**src/hw/rtl/lras_pkg.sv**
```systemverilog
// shared types and constants for the lazy range-add range-sum tree
`default_nettype none

package lras_pkg;

    localparam int ACT_W   = 2;
    localparam int START_W = 10;
    localparam int END_W   = 11;
    localparam int SIZE_W  = 11;
    localparam int CNT_W   = 11;
    localparam int DATA_W  = 32;

    typedef enum logic [1:0] {
        ACT_ADD   = 2'd0,
        ACT_SUM   = 2'd1,
        ACT_POINT = 2'd2,
        ACT_CLEAR = 2'd3
    } t_act;

    typedef enum logic [4:0] {
        ST_INIT, ST_IDLE, ST_DEC, ST_PU_RD, ST_PU_CHK, ST_OP_MUL, ST_OP_WR,
        ST_WK_L, ST_WK_R, ST_WK_SH, ST_RB_CHK, ST_RB_0, ST_RB_1, ST_RB_2,
        ST_RB_3, ST_RB_4, ST_DONE, ST_CL_LEAF, ST_CL_0, ST_CL_1, ST_CL_2
    } t_state;

    typedef enum logic [2:0] {
        PH_PT, PH_SUML, PH_SUMR, PH_WALKS, PH_WALKA, PH_RBL, PH_RBR
    } t_phase;

    typedef enum logic [1:0] {
        RET_PUSH0, RET_PUSH1, RET_WL, RET_WR
    } t_ret;

    typedef enum logic [2:0] {
        RES_ERR, RES_ZERO, RES_ADD, RES_ACC, RES_RD
    } t_res;

    typedef enum logic [3:0] {
        A_HOLD, A_PUSH, A_DBL, A_NEXT, A_L, A_R1, A_TGT,
        A_N2, A_N21, A_NODE, A_C2, A_C21
    } t_asel;

    typedef enum logic [2:0] {
        W_NONE, W_INIT, W_LEAF, W_INNER, W_PUT, W_PZERO, W_RB
    } t_wr;

    typedef struct packed {
        t_asel asel;
        t_wr   wr;
        t_res  res;
        logic  load;
        logic  decode;
        logic  s_load;
        logic  s_dec;
        logic  tgt_r1;
        logic  pv_load;
        logic  use_pv;
        logic  prod_put;
        logic  prod_rb;
        logic  tmp_first;
        logic  tmp_add;
        logic  tmpc_load;
        logic  acc_add;
        logic  inc_l;
        logic  dec_r;
        logic  shift_lr;
        logic  node_l0;
        logic  node_r1;
        logic  node_up;
        logic  cntr_n;
        logic  cntr_inc;
        logic  cntr_nm1;
        logic  cntr_dec;
        logic  res_load;
    } t_cmd;

    typedef struct packed {
        t_act act;
        logic bad;
        logic empty;
        logic pt_bad;
        logic s_zero;
        logic p_zero;
        logic pend_nz;
        logic l_lt_r;
        logic l_odd;
        logic r_odd;
        logic node_gt1;
        logic init_last;
        logic leaf_last;
        logic inner_done;
        logic n_one;
        logic out_free;
    } t_stat;

endpackage

`default_nettype wire

```
**src/hw/rtl/lras_ctrl.sv**
```systemverilog
// sequencer for tree walks, pushes, rebuilds and clear sweeps
`default_nettype none

module lras_ctrl
    import lras_pkg::*;
(
    input  wire logic  i_clk,
    input  wire logic  i_rst_n,
    input  wire logic  i_in_valid,
    input  wire t_stat i_stat,
    output t_cmd       o_cmd,
    output logic       o_in_stall
);

    t_state r_st, n_st;
    t_phase r_ph, n_ph;
    t_ret   r_ret, n_ret;
    t_res   r_res, n_res;

    always_ff @(posedge i_clk) begin
        if (!i_rst_n) begin
            r_st  <= ST_INIT;
            r_ph  <= PH_PT;
            r_ret <= RET_PUSH0;
            r_res <= RES_ZERO;
        end else begin
            r_st  <= n_st;
            r_ph  <= n_ph;
            r_ret <= n_ret;
            r_res <= n_res;
        end
    end

    assign o_in_stall = (r_st != ST_IDLE);

    // next state
    always_comb begin
        n_st  = r_st;
        n_ph  = r_ph;
        n_ret = r_ret;
        n_res = r_res;
        unique case (r_st)
            ST_INIT: if (i_stat.init_last) n_st = ST_IDLE;
            ST_IDLE: if (i_in_valid) n_st = ST_DEC;
            ST_DEC: begin
                unique case (i_stat.act)
                    ACT_CLEAR: n_st = ST_CL_LEAF;
                    ACT_POINT: begin
                        if (i_stat.pt_bad) begin
                            n_res = RES_ERR;
                            n_st  = ST_DONE;
                        end else begin
                            n_ph = PH_PT;
                            n_st = ST_PU_RD;
                        end
                    end
                    ACT_ADD, ACT_SUM: begin
                        priority if (i_stat.bad) begin
                            n_res = RES_ERR;
                            n_st  = ST_DONE;
                        end else if (i_stat.empty) begin
                            n_res = RES_ZERO;
                            n_st  = ST_DONE;
                        end else if (i_stat.act == ACT_ADD) begin
                            n_ph = PH_WALKA;
                            n_st = ST_WK_L;
                        end else begin
                            n_ph = PH_SUML;
                            n_st = ST_PU_RD;
                        end
                    end
                    default: n_st = ST_IDLE;
                endcase
            end
            ST_PU_RD: begin
                priority if (i_stat.s_zero) begin
                    priority case (r_ph)
                        PH_PT: begin
                            n_res = RES_RD;
                            n_st  = ST_DONE;
                        end
                        PH_SUML: n_ph = PH_SUMR;
                        default: begin
                            n_ph = PH_WALKS;
                            n_st = ST_WK_L;
                        end
                    endcase
                end else if (!i_stat.p_zero) begin
                    n_st = ST_PU_CHK;
                end
            end
            ST_PU_CHK: begin
                if (i_stat.pend_nz) begin
                    n_ret = RET_PUSH0;
                    n_st  = ST_OP_MUL;
                end else begin
                    n_st = ST_PU_RD;
                end
            end
            ST_OP_MUL: begin
                if (r_ph == PH_WALKS) begin
                    n_st = (r_ret == RET_WL) ? ST_WK_R : ST_WK_SH;
                end else begin
                    n_st = ST_OP_WR;
                end
            end
            ST_OP_WR: begin
                unique case (r_ret)
                    RET_PUSH0: begin
                        n_ret = RET_PUSH1;
                        n_st  = ST_OP_MUL;
                    end
                    RET_PUSH1: n_st = ST_PU_RD;
                    RET_WL:    n_st = ST_WK_R;
                    RET_WR:    n_st = ST_WK_SH;
                    default:   n_st = ST_PU_RD;
                endcase
            end
            ST_WK_L: begin
                priority if (!i_stat.l_lt_r) begin
                    if (r_ph == PH_WALKA) begin
                        n_ph = PH_RBL;
                        n_st = ST_RB_CHK;
                    end else begin
                        n_res = RES_ACC;
                        n_st  = ST_DONE;
                    end
                end else if (i_stat.l_odd) begin
                    n_ret = RET_WL;
                    n_st  = ST_OP_MUL;
                end else begin
                    n_st = ST_WK_R;
                end
            end
            ST_WK_R: begin
                if (i_stat.r_odd) begin
                    n_ret = RET_WR;
                    n_st  = ST_OP_MUL;
                end else begin
                    n_st = ST_WK_SH;
                end
            end
            ST_WK_SH: n_st = ST_WK_L;
            ST_RB_CHK: begin
                priority if (i_stat.node_gt1) begin
                    n_st = ST_RB_0;
                end else if (r_ph == PH_RBL) begin
                    n_ph = PH_RBR;
                end else begin
                    n_res = RES_ADD;
                    n_st  = ST_DONE;
                end
            end
            ST_RB_0: n_st = ST_RB_1;
            ST_RB_1: n_st = ST_RB_2;
            ST_RB_2: n_st = ST_RB_3;
            ST_RB_3: n_st = ST_RB_4;
            ST_RB_4: n_st = ST_RB_CHK;
            ST_DONE: if (i_stat.out_free) n_st = ST_IDLE;
            ST_CL_LEAF: begin
                if (i_stat.leaf_last) n_st = i_stat.n_one ? ST_IDLE : ST_CL_0;
            end
            ST_CL_0: n_st = ST_CL_1;
            ST_CL_1: n_st = ST_CL_2;
            ST_CL_2: n_st = i_stat.inner_done ? ST_IDLE : ST_CL_0;
            default: n_st = ST_IDLE;
        endcase
    end

    // datapath commands
    always_comb begin
        o_cmd        = '0;
        o_cmd.asel   = A_HOLD;
        o_cmd.wr     = W_NONE;
        o_cmd.res    = r_res;
        o_cmd.use_pv = (r_ph != PH_WALKA);
        unique case (r_st)
            ST_INIT: begin
                o_cmd.wr       = W_INIT;
                o_cmd.cntr_inc = 1'b1;
            end
            ST_IDLE: o_cmd.load = i_in_valid;
            ST_DEC: begin
                o_cmd.decode = 1'b1;
                o_cmd.s_load = 1'b1;
                o_cmd.cntr_n = 1'b1;
            end
            ST_PU_RD: begin
                priority if (i_stat.s_zero) begin
                    priority case (r_ph)
                        PH_PT:   o_cmd.asel = A_TGT;
                        PH_SUML: begin
                            o_cmd.tgt_r1 = 1'b1;
                            o_cmd.s_load = 1'b1;
                        end
                        default: o_cmd.asel = A_HOLD;
                    endcase
                end else if (i_stat.p_zero) begin
                    o_cmd.s_dec = 1'b1;
                end else begin
                    o_cmd.asel = A_PUSH;
                end
            end
            ST_PU_CHK: begin
                if (i_stat.pend_nz) begin
                    o_cmd.pv_load = 1'b1;
                    o_cmd.wr      = W_PZERO;
                    o_cmd.asel    = A_DBL;
                end else begin
                    o_cmd.s_dec = 1'b1;
                end
            end
            ST_OP_MUL: begin
                if (r_ph == PH_WALKS) begin
                    o_cmd.acc_add = 1'b1;
                    o_cmd.inc_l   = (r_ret == RET_WL);
                end else begin
                    o_cmd.prod_put = 1'b1;
                end
            end
            ST_OP_WR: begin
                o_cmd.wr = W_PUT;
                unique case (r_ret)
                    RET_PUSH0: o_cmd.asel  = A_NEXT;
                    RET_PUSH1: o_cmd.s_dec = 1'b1;
                    RET_WL:    o_cmd.inc_l = 1'b1;
                    RET_WR:    o_cmd.asel  = A_HOLD;
                    default:   o_cmd.asel  = A_HOLD;
                endcase
            end
            ST_WK_L: begin
                priority if (!i_stat.l_lt_r) begin
                    o_cmd.node_l0 = (r_ph == PH_WALKA);
                end else if (i_stat.l_odd) begin
                    o_cmd.asel = A_L;
                end
            end
            ST_WK_R: begin
                if (i_stat.r_odd) begin
                    o_cmd.asel  = A_R1;
                    o_cmd.dec_r = 1'b1;
                end
            end
            ST_WK_SH: o_cmd.shift_lr = 1'b1;
            ST_RB_CHK: begin
                priority if (i_stat.node_gt1) begin
                    o_cmd.node_up = 1'b1;
                end else if (r_ph == PH_RBL) begin
                    o_cmd.node_r1 = 1'b1;
                end
            end
            ST_RB_0: o_cmd.asel = A_N2;
            ST_RB_1: begin
                o_cmd.asel      = A_N21;
                o_cmd.tmp_first = 1'b1;
            end
            ST_RB_2: begin
                o_cmd.asel    = A_NODE;
                o_cmd.tmp_add = 1'b1;
            end
            ST_RB_3: o_cmd.prod_rb = 1'b1;
            ST_RB_4: o_cmd.wr = W_RB;
            ST_DONE: o_cmd.res_load = i_stat.out_free;
            ST_CL_LEAF: begin
                o_cmd.wr = W_LEAF;
                if (i_stat.leaf_last) o_cmd.cntr_nm1 = 1'b1;
                else o_cmd.cntr_inc = 1'b1;
            end
            ST_CL_0: o_cmd.asel = A_C2;
            ST_CL_1: begin
                o_cmd.asel      = A_C21;
                o_cmd.tmpc_load = 1'b1;
            end
            ST_CL_2: begin
                o_cmd.wr       = W_INNER;
                o_cmd.cntr_dec = 1'b1;
            end
            default: o_cmd.asel = A_HOLD;
        endcase
    end

endmodule

`default_nettype wire

```
**config.mk**
```make
export PLATFORM = sky130hd
export DESIGN_NAME = lras_ctrl
export DESIGN_NICKNAME = d
export VERILOG_FILES = /design/src/hw/rtl/lras_pkg.sv /design/src/hw/rtl/lras_ctrl.sv
export SDC_FILE = /design/constraint.sdc
export NUM_CORES = 1
export LEC_CHECK = 0
export BUFFER_PORTS_ARGS = -buffer_cell sky130_fd_sc_hd__buf_4
export CORE_AREA = 2 2 67 69
export CTS_CLUSTER_SIZE = 40
export DETAILED_ROUTE_END_ITERATION = 10
export DIE_AREA = 0 0 69 71
export PLACE_DENSITY_LB_ADDON = 0.3
export SETUP_SLACK_MARGIN = 0.2
export SLEW_MARGIN = 20
export SYNTH_ARGS = -nofsm -noshare
export SYNTH_HDL_FRONTEND = slang
export SYNTH_SLANG_ARGS = --single-unit
export TNS_END_PERCENT = 5
```
**constraint.sdc**
```tcl
create_clock -name i_clk -period 1.9 [get_ports i_clk]
set_input_delay 0.57 -clock i_clk [delete_from_list [all_inputs] [get_ports i_clk]]
set_output_delay 0.57 -clock i_clk [all_outputs]
set_load 0.05 [all_outputs]
```
## Yosys cells after proc, flatten, opt, wreduce, memory -nomap -nowiden

Cells that the tools add are included.

| operators by class | value |
|---|---|
| equal/unequal tests | 59 |
| multiplexer cells | 102 |
| reduce and logical (&&, ||, !) cells | 11 |

Operators by type and width:

| kind | count |
|---|---|
| $pmux 5 s21 | 1 |
| $mux 5 | 16 |
| $mux 3 | 23 |
| $eq 5x4->1 const B | 8 |
| $pmux 4 s10 | 1 |
| $mux 1 | 34 |
| $ne 2x2->1 const B | 16 |
| $eq 5x5->1 const B | 5 |
| $ne 3x3->1 const B | 8 |
| $pmux 3 s4 | 2 |
| $eq 5x3->1 const B | 4 |
| $mux 4 | 5 |
| $pmux 5 s4 | 1 |
| $pmux 3 s2 | 3 |
| $pmux 3 s6 | 1 |
| $mux 2 | 8 |
| $pmux 5 s3 | 1 |
| $reduce_and 11->1 | 1 |
| $eq 5x2->1 const B | 2 |
| $pmux 5 s2 | 1 |
| $reduce_and 10->1 | 1 |
| $eq 2x2->1 const B | 4 |
| $pmux 2 s4 | 1 |
| $reduce_bool 4->1 | 2 |
| 17 further kinds | 23 |

| word-level totals | value |
|---|---|
| bits in registers | 13 |
| input port bits | 20 |
| output and inout bits | 35 |
| logic and storage cells | 176 |

## Depth between registers and ports, before layout

Gate-level depths: netlist of the first run.

| depth | value |
|---|---|
| depth after elaboration | 6 |
| gate-level depth with buffers | 8 |
| mapped depth without buffers | 6 |

## Worst setup path after synthesis of the first run

Ideal clock, no wire load.

| timing path | value |
|---|---|
| path type | reg-to-output |
| start point | register r_st[0] |
| end point | output o_cmd[28] in the netlist's numbering |
| arrival time | 2.392 ns |
| required time | 1.330 ns |
| slack | -1.062 ns |
| cell stages (with the launch flop) | 7 |
| path buffers | 3 |
| cells stage by stage | dfxtp_1 buf_2 clkbuf_1 clkbuf_1 nand2_1 and2_1 o32ai_1 |

RTL lines:

| element | RTL line | source |
|---|---|---|
| from (decl) | lras_ctrl.sv:15 | `t_state r_st, n_st;` |
| from (signal assigned) | lras_ctrl.sv:27 | `r_st <= n_st;` |
| to (decl) | lras_ctrl.sv:11 | `output t_cmd o_cmd,` |

==> results.md, run 1 <==
* WP buf/inv at 3
* Clk root buf: clkbuf_8
* RSZ-0062 raised after global routing: true
* First-pass GRT wire length at 14700 um
* Crit-path max cell delay at around 0.38 ns
* Total CTS buffers at 3
* Top delay family on crit path: simple AND/OR/NAND/NOR gates
* Global Route Usage Sum at 38.0%
* Pin count of the biggest net entering global routing at 14
* Outcome: finished, violations left
* Netlist Area Pre-Place at roughly 1800 um^2
* Setup TNS at -8.70 ns
* Final wirelength at about 10000 um
* Tmin final at 2.30 ns
* Crit path top cell by count: buf_6
* IO buf count at 54
* Dpl cells at 439
* Die width at 69 um
* Nets at 427
* Ys Warns at 0
* Synth top area cells: dfxtp_1 (14%), nand2_1 (5.0%), nor2_1 (4.8%)
* Pleak at 1.60 nW
* Post-synth top area share at 14.5%
* GR Overflow Total at 0
* Initial antenna violation count at 0
* Worst path cell trace: buf_6 -> nor3b_4 -> buf_6 -> nand4_1 -> nand3_2 -> buf_8
* # fillers at 209
* Fin cells at ~460
* Num ports at 55
* Peak Freq at 435 MHz
* Slowest cell on crit path: dfxtp_4
* Place WS at -0.414 ns
* Cells after Synth at between 200 and 300
* Synth Net Count at 274
* CTS max path bufs at 2
* Slew Limit Fails at 0
* Dpl cell area at 3060 um^2
* Antenna Nets Post-Route at 0
* Max_cap viols at 0
* Diodes inserted at 0
* Post-synthesis async set-or-reset flop share at 0%
* Share of the yosys chip area belonging to registers at between 10% and 20%
* Top cells by count, synth: nand2_1 (24), nor2_1 (23), a21oi_1 (16), nor3_1 (15), o21ai_0 (15)
* Failing checks: negative setup slack
* Synth unique cells at 66
* Pwr Density at 315 nW/um^2
* Initial Utilization at 42.8%
* Yosys reg bits at 13
* Vias in the first global route at 2912
* Top-count cell post-synth: nand2_1
* DRT Pass-1 Iters at 5
* Arr. time, crit path at 1.73 ns
* Vias/cell at 6.46
* Clock latency on the worst-skew pair at approximately 0.25 ns
* Hpwl dp at 6530 um
* Finished Cell Area at 3720 um^2
* CTS tree: done
* Worst-Margin Slew at 0.453 ns
* CTS clk-pin slew, worst paths at 0.06 ns
* Rows at 24
* Synth Flop Type: dfxtp_1
* Min setup slack post-route at -0.401 ns
* GPL Wtd Cong at between 0.9 and 1
* Iter 0 DRT Violations at 380
* Ratio of cells with drive above 1 in the final layout at 62.8%
* # DRC at 0
* Final Setup Violations at 42
* EDFF count, synth at 0
* Final Skew at ~0.0016 ns
* Routed via count at 2959
* Die H at 71 um
* Post-Syn Area per Cell at between 7 and 8 um^2
* Peak supply drop at 346 uV
* Setup CP Type: reg2out
* Cts hold-fix bufs at 0
* Area grow syn2layout at 107%
* Number of H-tree levels at 1
* Worst Hold Class: reg2reg
* Crit end category: output port
* Slew HR at a little over two thirds
* CP startpoint kind: flop
* Final Core Density at just under 90%
* Critical path required time at 1.33 ns
* Yosys top cell by area: dfxtp_1
* Final hold vios at 0
* CP max FO at 6
* Clock sink count at 13
* Core Area at 4200 um^2
* Die ar. at ~5000 um^2
* Final period util at 121%
* WL/cell at 22.3 um
-- worst reg2reg max path, stage by stage, from the launching register on --
cell and delay [ns]:
dfxtp_4 0.38, buf_8 0.14, buf_6 0.11, or4b_4 0.49, a2111oi_4 0.40, a221oi_4 0.11
nand2_1 0.12, buf_4 0.11, mux2i_1 0.17
-- timing repair --
action / CTS / global route
endpoints found under the hold margin: 0 / 0
gates resized for setup: 96 / 35
endpoints found under the setup margin: 45 / 44
pin swaps: 22 / 14
buffers inserted: 10 / 5
-- layer usage --
metal / routed length, um / part of all wire, % / global-route usage [%] / up-vias
li1: - / - / - / 1266
met1: 3720 / 36 / 46.1 / 1420
met2: 4990 / 49 / 65.4 / 215
met3: 901 / 8.8 / 6.41 / 58
met4: 580 / 5.7 / 18.7 / 0
met5: 0 / 0 / 0 / -
-- report_power, final --
group | total (mW) | internal [mW] | leakage [nW] | switching, mW
combinational | 0.629 | 0.300 | 1.47 | 0.329
sequential | 0.282 | 0.273 | 0.110 | 0.00931
clock | 0.260 | 0.149 | 0.0228 | 0.111
total | 1.17 | 0.721 | 1.60 | 0.450
-- registers in the layout, indices dropped and copies added (netlist names) --
signal and flops:
r_res 3, r_st 5, r_ret 2, r_ph 3
-- kinds of logic after synthesis --
kind of cell    Yosys count  synth area share, %
mux                       8                 4.45
buf+inv                  29                 9.81
compound gates           70                 28.8
simple gates            133                 42.0
xor+xnor                  1                0.487
flops                    13                 14.5
-- worst paths after layout --
check | to | slack (ns) | depth (start not counted) | from
worst min-delay path | r_res[2]$_SDFFE_PN0P_ | 0.46 | 2 | r_res[2]$_SDFFE_PN0P_
worst min register to register | r_res[2]$_SDFFE_PN0P_ | 0.46 | 2 | r_res[2]$_SDFFE_PN0P_
worst max register to register | r_ph[1]$_SDFFE_PN0P_ | -0.22 | 8 | r_st[3]$_SDFFE_PN0P_
worst max-delay path | o_cmd[32] | -0.40 | 6 | r_st[4]$_SDFFE_PN0P_
-- final cells by class --
cell class                 instances  area [um^2]  share of cell area (%)
timing repair buffer             169         1530                    41.2
inverter                           8         33.8                   0.908
clock buffer                       4         45.0                    1.21
sequential                        13          283                    7.60
multi-input combinational        212         1760                    47.3
tap                               52         65.1                    1.75
-- cell usage in the layout, fill, tap and decap left out, types with 6 or more instances in the layout --
master	instances
a31oi_1	6
mux2i_1	8
buf_4	115
nor2_1	14
nor3_4	7
nor2_2	6
buf_6	43
o21ai_0	10
nor3_1	7
a21oi_1	14
buf_8	7
nand2_1	19
-- metrics by stage --
stage                     power [mW]  hold slack, ns
after floorplan                0.555           0.503
after global placement         0.790           0.447
after detailed placement       0.796           0.451
after CTS                       1.11           0.459
after global routing            1.21           0.501
final                           1.17           0.458
Note: power is estimated with default switching activity, not from simulation.
==> inputs of run 2 (changes only) <==
- CORE_AREA: 2 2 67 69 -> 2 2 75 77
- DIE_AREA: 0 0 69 71 -> 0 0 77 79
==> run 2 against run 1 <==
  * The flow still finishes with violations (negative setup slack)
  * Routed wire length shrank 17%
  * Sequential cell count is the same
  * First-iteration DRC count shrank 44%
  * Sequential power is essentially flat
  * Global-route usage shrank 10 points
  * Via count shrank 12%
  * Die area grew 24%
  * Worst setup slack gained 0.065 ns
  * Clock skew grew 0.0010 ns
  * Largest power group unchanged
==> results.md, run 2 (same netlist as run 1, synthesis figures left out) <==
* Outcome: finished, violations left
* Failing checks: negative setup slack
* Worst-Margin Slew at around 0.42 ns
* Diodes inserted at 0
* Antenna Nets Post-Route at 0
* Initial antenna violation count at 0
* Final period util at 118%
* Arr. time, crit path at 1.67 ns
* Nets at 412
* Initial Utilization at 33.7%
* First-pass GRT wire length at 13500 um
* Rows at 27
* # fillers at 470
* Ratio of cells with drive above 1 in the final layout at 59.3%
* Core Area at 5340 um^2
* Leading cell type in the layout, fill and taps excluded: buf_4
* DRT Pass-1 Iters at 4
* Flop pwr share at a little over a quarter
* Worst R2R Setup Slack at -0.15 ns
* Pwr Density at ~300 nW/um^2
* Num ports at 55
* Setup CP Type: reg2out
* Vias in the first global route at 2588
* Setup crit start: r_st[0]$_SDFFE_PN0P_
* Worst r2r dst: r_ph[0]$_SDFFE_PN0P_
* Net switching fraction of the power at 37.4%
* Worst Hold Class: reg2reg
* Critical path required time at 1.33 ns
* Setup TNS at -7.38 ns
* Switching power at about 410 uW
* Comb power frac at 50.4%
* Pleak at 1.54 nW
* CTS clk-pin slew, worst paths at ~0.06 ns
* Die ar. at 6080 um^2
* GPL Wtd Cong at 1.01
* Slew HR at 72.1%
* IO buf count at 54
* Fin cells at approximately 460
* Clock sink count at 13
* Largest register by flop count: r_st
* WL/cell at between 15 and 20 um
* Final wirelength at 8480 um
* Slew Limit Fails at 0
* Final hold vios at 0
* Pin count of the biggest net entering global routing at 18
* Total CTS buffers at 3
* Reg2reg start: r_st[0]$_SDFFE_PN0P_
* P_int at 679 uW
* Cts hold-fix bufs at 0
* Global Route Usage Sum at 28.0%
* Vias/cell at 5.65
* Tmin final at 2.24 ns
* Min setup slack post-route at -0.335 ns
* Final Skew at 0.00262 ns
* Max_cap viols at 0
* # DRC at 0
* CTS max path bufs at 2
* CP startpoint kind: flop
* CP Capture Point: o_cmd[6]
* Commonest non-fill, non-tap cells in the layout: buf_4 (106), buf_6 (40), nand2_1 (21)
* CTS tree: done
* Iter 0 DRT Violations at 213
* Die H at 79 um
* Max reg flops at 5
* Leading registers by flop count: r_st x5, r_ph x3, r_res x3
* Dpl cells at 450
* Peak supply drop at approximately 210 uV
* Number of H-tree levels at 1
* Hold_ws at about 0.46 ns
* Routed via count at 2618
* Worst R2R Path Depth at 8
* Peak Freq at 447 MHz
* Clock share of power at 23.3%
* RSZ-0062 raised after global routing: true
* Die width at 77 um
* Final Setup Violations at 40
* Clk root buf: clkbuf_8
* Clock latency on the worst-skew pair at 0.25 ns
* Crit end category: output port
* GR Overflow Total at 0
* Area grow syn2layout at 98.7%
* CP max FO at 8
* Hpwl dp at between 6000 and 7000 um
==> run 2: worst min-delay path by stage <==
stage | startpoint | endpoint | slack [ns] | cells past startpoint
after global routing | r_res[2]$_SDFFE_PN0P_ | r_res[2]$_SDFFE_PN0P_ | 0.50 | 2
final | r_res[2]$_SDFFE_PN0P_ | r_res[2]$_SDFFE_PN0P_ | 0.46 | 2
after detailed placement | r_res[2]$_SDFFE_PN0P_ | r_res[2]$_SDFFE_PN0P_ | 0.46 | 2
after CTS | r_res[2]$_SDFFE_PN0P_ | r_res[2]$_SDFFE_PN0P_ | 0.47 | 2
after global placement | r_res[2]$_SDFFE_PN0P_ | r_res[2]$_SDFFE_PN0P_ | 0.45 | 2
after floorplan | r_ret[0]$_SDFFE_PN0P_ | r_ret[0]$_SDFFE_PN0P_ | 0.50 | 2
==> run 2: final cells by class <==
cell class | count | area [um^2] | area share, %
Timing Repair Buffer | 154 | 1390 | 38.8
Clock buffer | 4 | 45.0 | 1.26
Inverter | 8 | 35.0 | 0.980
Tap cell | 72 | 90.1 | 2.52
Sequential cell | 13 | 283 | 7.91
Multi-Input combinational cell | 212 | 1740 | 48.6
==> run 2: per-stage QoR <==
stage / setup slack, ns / util, % / instance area, um^2 / power [mW]
global route: -0.390 / 67.0 / 3580 / 1.13
floorplan: -0.249 / - / 1970 / 0.555
finish: -0.335 / 67.0 / 3580 / 1.09
global placement: -0.365 / 56.8 / 3030 / 0.745
CTS: -0.327 / 64.4 / 3440 / 1.06
detailed placement: -0.376 / 56.8 / 3030 / 0.751
==> run 2: power by group through the flow <==
| stage | Clock, mW | Sequential [mW] | Combinational, mW |
|---|---|---|---|
| after global routing | 0.270 | 0.285 | 0.574 |
| after CTS | 0.256 | 0.285 | 0.515 |
| after global placement | 0 | 0.293 | 0.452 |
| after floorplan | 0 | 0.286 | 0.269 |
| final | 0.253 | 0.285 | 0.547 |
| after detailed placement | 0 | 0.293 | 0.457 |
==> run 2: worst max-delay path: stages, from the launching register on <==
cell,delay (ns)
dfxtp_4,0.36
buf_12,0.14
or3b_4,0.41
nor4_4,0.30
buf_6,0.20
==> run 2: metal layers <==
layer | share of wire (%) | up-vias | global-route usage, %
met5 | 0 | - | 0
met4 | 1.3 | 0 | 4.64
met3 | 7.0 | 11 | 3.98
met2 | 49 | 119 | 50.0
met1 | 42 | 1254 | 36.6
li1 | - | 1234 | -
==> run 2: timing repair <==
| item | in CTS | in global routing |
|---|---|---|
| setup endpoints to repair | 45 | 45 |
| pin swaps | 18 | 15 |
| buffers inserted | 9 | 0 |
| resized for setup | 80 | 32 |
==> inputs of run 3 (changes only) <==
- clock period: 1.9 -> 2.8 ns (I/O delays scaled with it)
==> run 3 against run 2 <==
  * The run now ends clean
  * Sequential cell count unchanged
  * Highest routed layer unchanged
  * Via count down 7.7%
  * Non-clock buffer count is 59 lower
  * Design area fell by 23%
  * First-iteration DRC count up 22%
  * Clock power decreased by 30%
  * Clock skew is 0.0012 ns higher
  * Final cell count shrank 13%
  * Hold slack got worse by 0.0026 ns
  * Power shrank 38%
  * Global-route usage shrank 3.5 points
==> results.md, run 3 (same netlist as run 1, synthesis figures left out) <==
* Initial Utilization at 33.7%
* Worst-Margin Slew at 0.583 ns
* Peak supply drop at 134 uV
* CTS tree: done
* Rows at 27
* Place WS at -0.0272 ns
* Pwr Density at 245 nW/um^2
* Leading cell type in the layout, fill and taps excluded: buf_4
* Max_cap viols at 0
* Routed via count at 2416
* # fillers at a little under 600
* Finished Cell Area at 2740 um^2
* Outcome: finished, final reports clean
* Iter 0 DRT Violations at 259
* Dpl cells at 391
* CP max FO at 8
* Clock sink count at 13
* Hold depth at 2
* Tmin final at 2.62 ns
* CP startpoint kind: input pin
* Arr. time, crit path at 1.78 ns
* Initial antenna violation count at 0
* Num ports at 55
* Die H at around 79 um
* Vias/cell at 5.98
* Vias in the first global route at 2163
* Number of H-tree levels at 1
* CTS max path bufs at 2
* # DRC at 0
* Final Skew at 0.00379 ns
* First-pass GRT wire length at 11700 um
* Global Route Usage Sum at 24.6%
* Final Setup Violations at 0
* Dpl cell area at 2440 um^2
* Fin cells at 404
* Setup TNS at 0 ns
* Diodes inserted at 0
* CTS clk-pin slew, worst paths at 0.06 ns
* Commonest non-fill, non-tap cells in the layout: buf_4 (81), nand2_1 (22), nor2_1 (22)
* Slew HR at 60.9%
* DRT Pass-1 Iters at 6
* Slew Limit Fails at 0
* Min setup slack post-route at 0.178 ns
* Final Core Density at 51.4%
* Largest register by flop count: r_st
* Final wirelength at 7660 um
* GPL Wtd Cong at 0.939
* Final hold vios at 0
* Pleak at 1.15 nW
* Overall power at ~670 uW
* Worst Hold Class: reg2reg
* Final period util at 93.6%
* Pin count of the biggest net entering global routing at 25
* Max reg flops at 5
* Peak Freq at 381 MHz
* Clk root buf: clkbuf_8
* Critical path required time at roughly 2.0 ns
* Core Area at 5340 um^2
* Antenna Nets Post-Route at 0
* RSZ-0062 raised after global routing: true
* Worst R2R Path Depth at 7
* Setup CP Type: in2out
* WL/cell at 19.0 um
* Area grow syn2layout at 52.4%
* GR Overflow Total at 0
* Die width at 77 um
* IO buf count at 54
* Clock latency on the worst-skew pair at 0.25 ns
* Hold_ws at 0.460 ns
* Ratio of cells with drive above 1 in the final layout at 42.8%
* Crit end category: output port
* Total CTS buffers at 3
* Nets at around 350
* Hpwl dp at about 5600 um
* Cts hold-fix bufs at 0
* Die ar. at 6080 um^2
* Leading registers by flop count: r_st x5, r_ph x3, r_res x3
## run 3: worst paths after layout
kind                                               to  slack (ns)                   from
worst max register to register   r_st[1]$_SDFFE_PN0P_        0.66   r_st[0]$_SDFFE_PN0P_
worst min-delay path            r_res[1]$_SDFFE_PN0P_        0.46  r_res[1]$_SDFFE_PN0P_
worst min register to register  r_res[1]$_SDFFE_PN0P_        0.46  r_res[1]$_SDFFE_PN0P_
worst max-delay path                        o_cmd[21]        0.18             i_stat[11]
## run 3: cell type report
| class | count | area, um^2 | share of cell area [%] |
|---|---|---|---|
| multi-input combinational | 212 | 1500 | 54.7 |
| timing repair buffer | 95 | 797 | 29.1 |
| sequential | 13 | 279 | 10.2 |
| tap | 72 | 90.1 | 3.29 |
| clock buffer | 4 | 45.0 | 1.64 |
| inverter | 8 | 30.0 | 1.10 |
## run 3: worst max-delay path, cell delays in order
cell     delay (ns)
buf_6          0.11
or4bb_4        0.49
o21ai_2        0.17
buf_6          0.17
## run 3: power breakdown
part           total, mW  switching [mW]  leakage [nW]  internal [mW]
clock              0.177          0.0760        0.0228          0.101
sequential         0.199          0.0120         0.110          0.187
combinational      0.296           0.165          1.02          0.131
## run 3: timing repair
item	4_1_cts	5_1_grt
pin swaps	5	7
gates cloned	0	1
setup buffers	3	5
resized for setup	13	35
endpoints found under the setup margin	19	24
## run 3: per-layer routing
metal  vias to the layer above  track usage, %  wire (um)
met3                        39            2.61        608
met4                         0            11.8        348
met2                       143            38.4       3430
li1                       1117               -          -
met5                         -               0          0
met1                      1117            33.9       3270
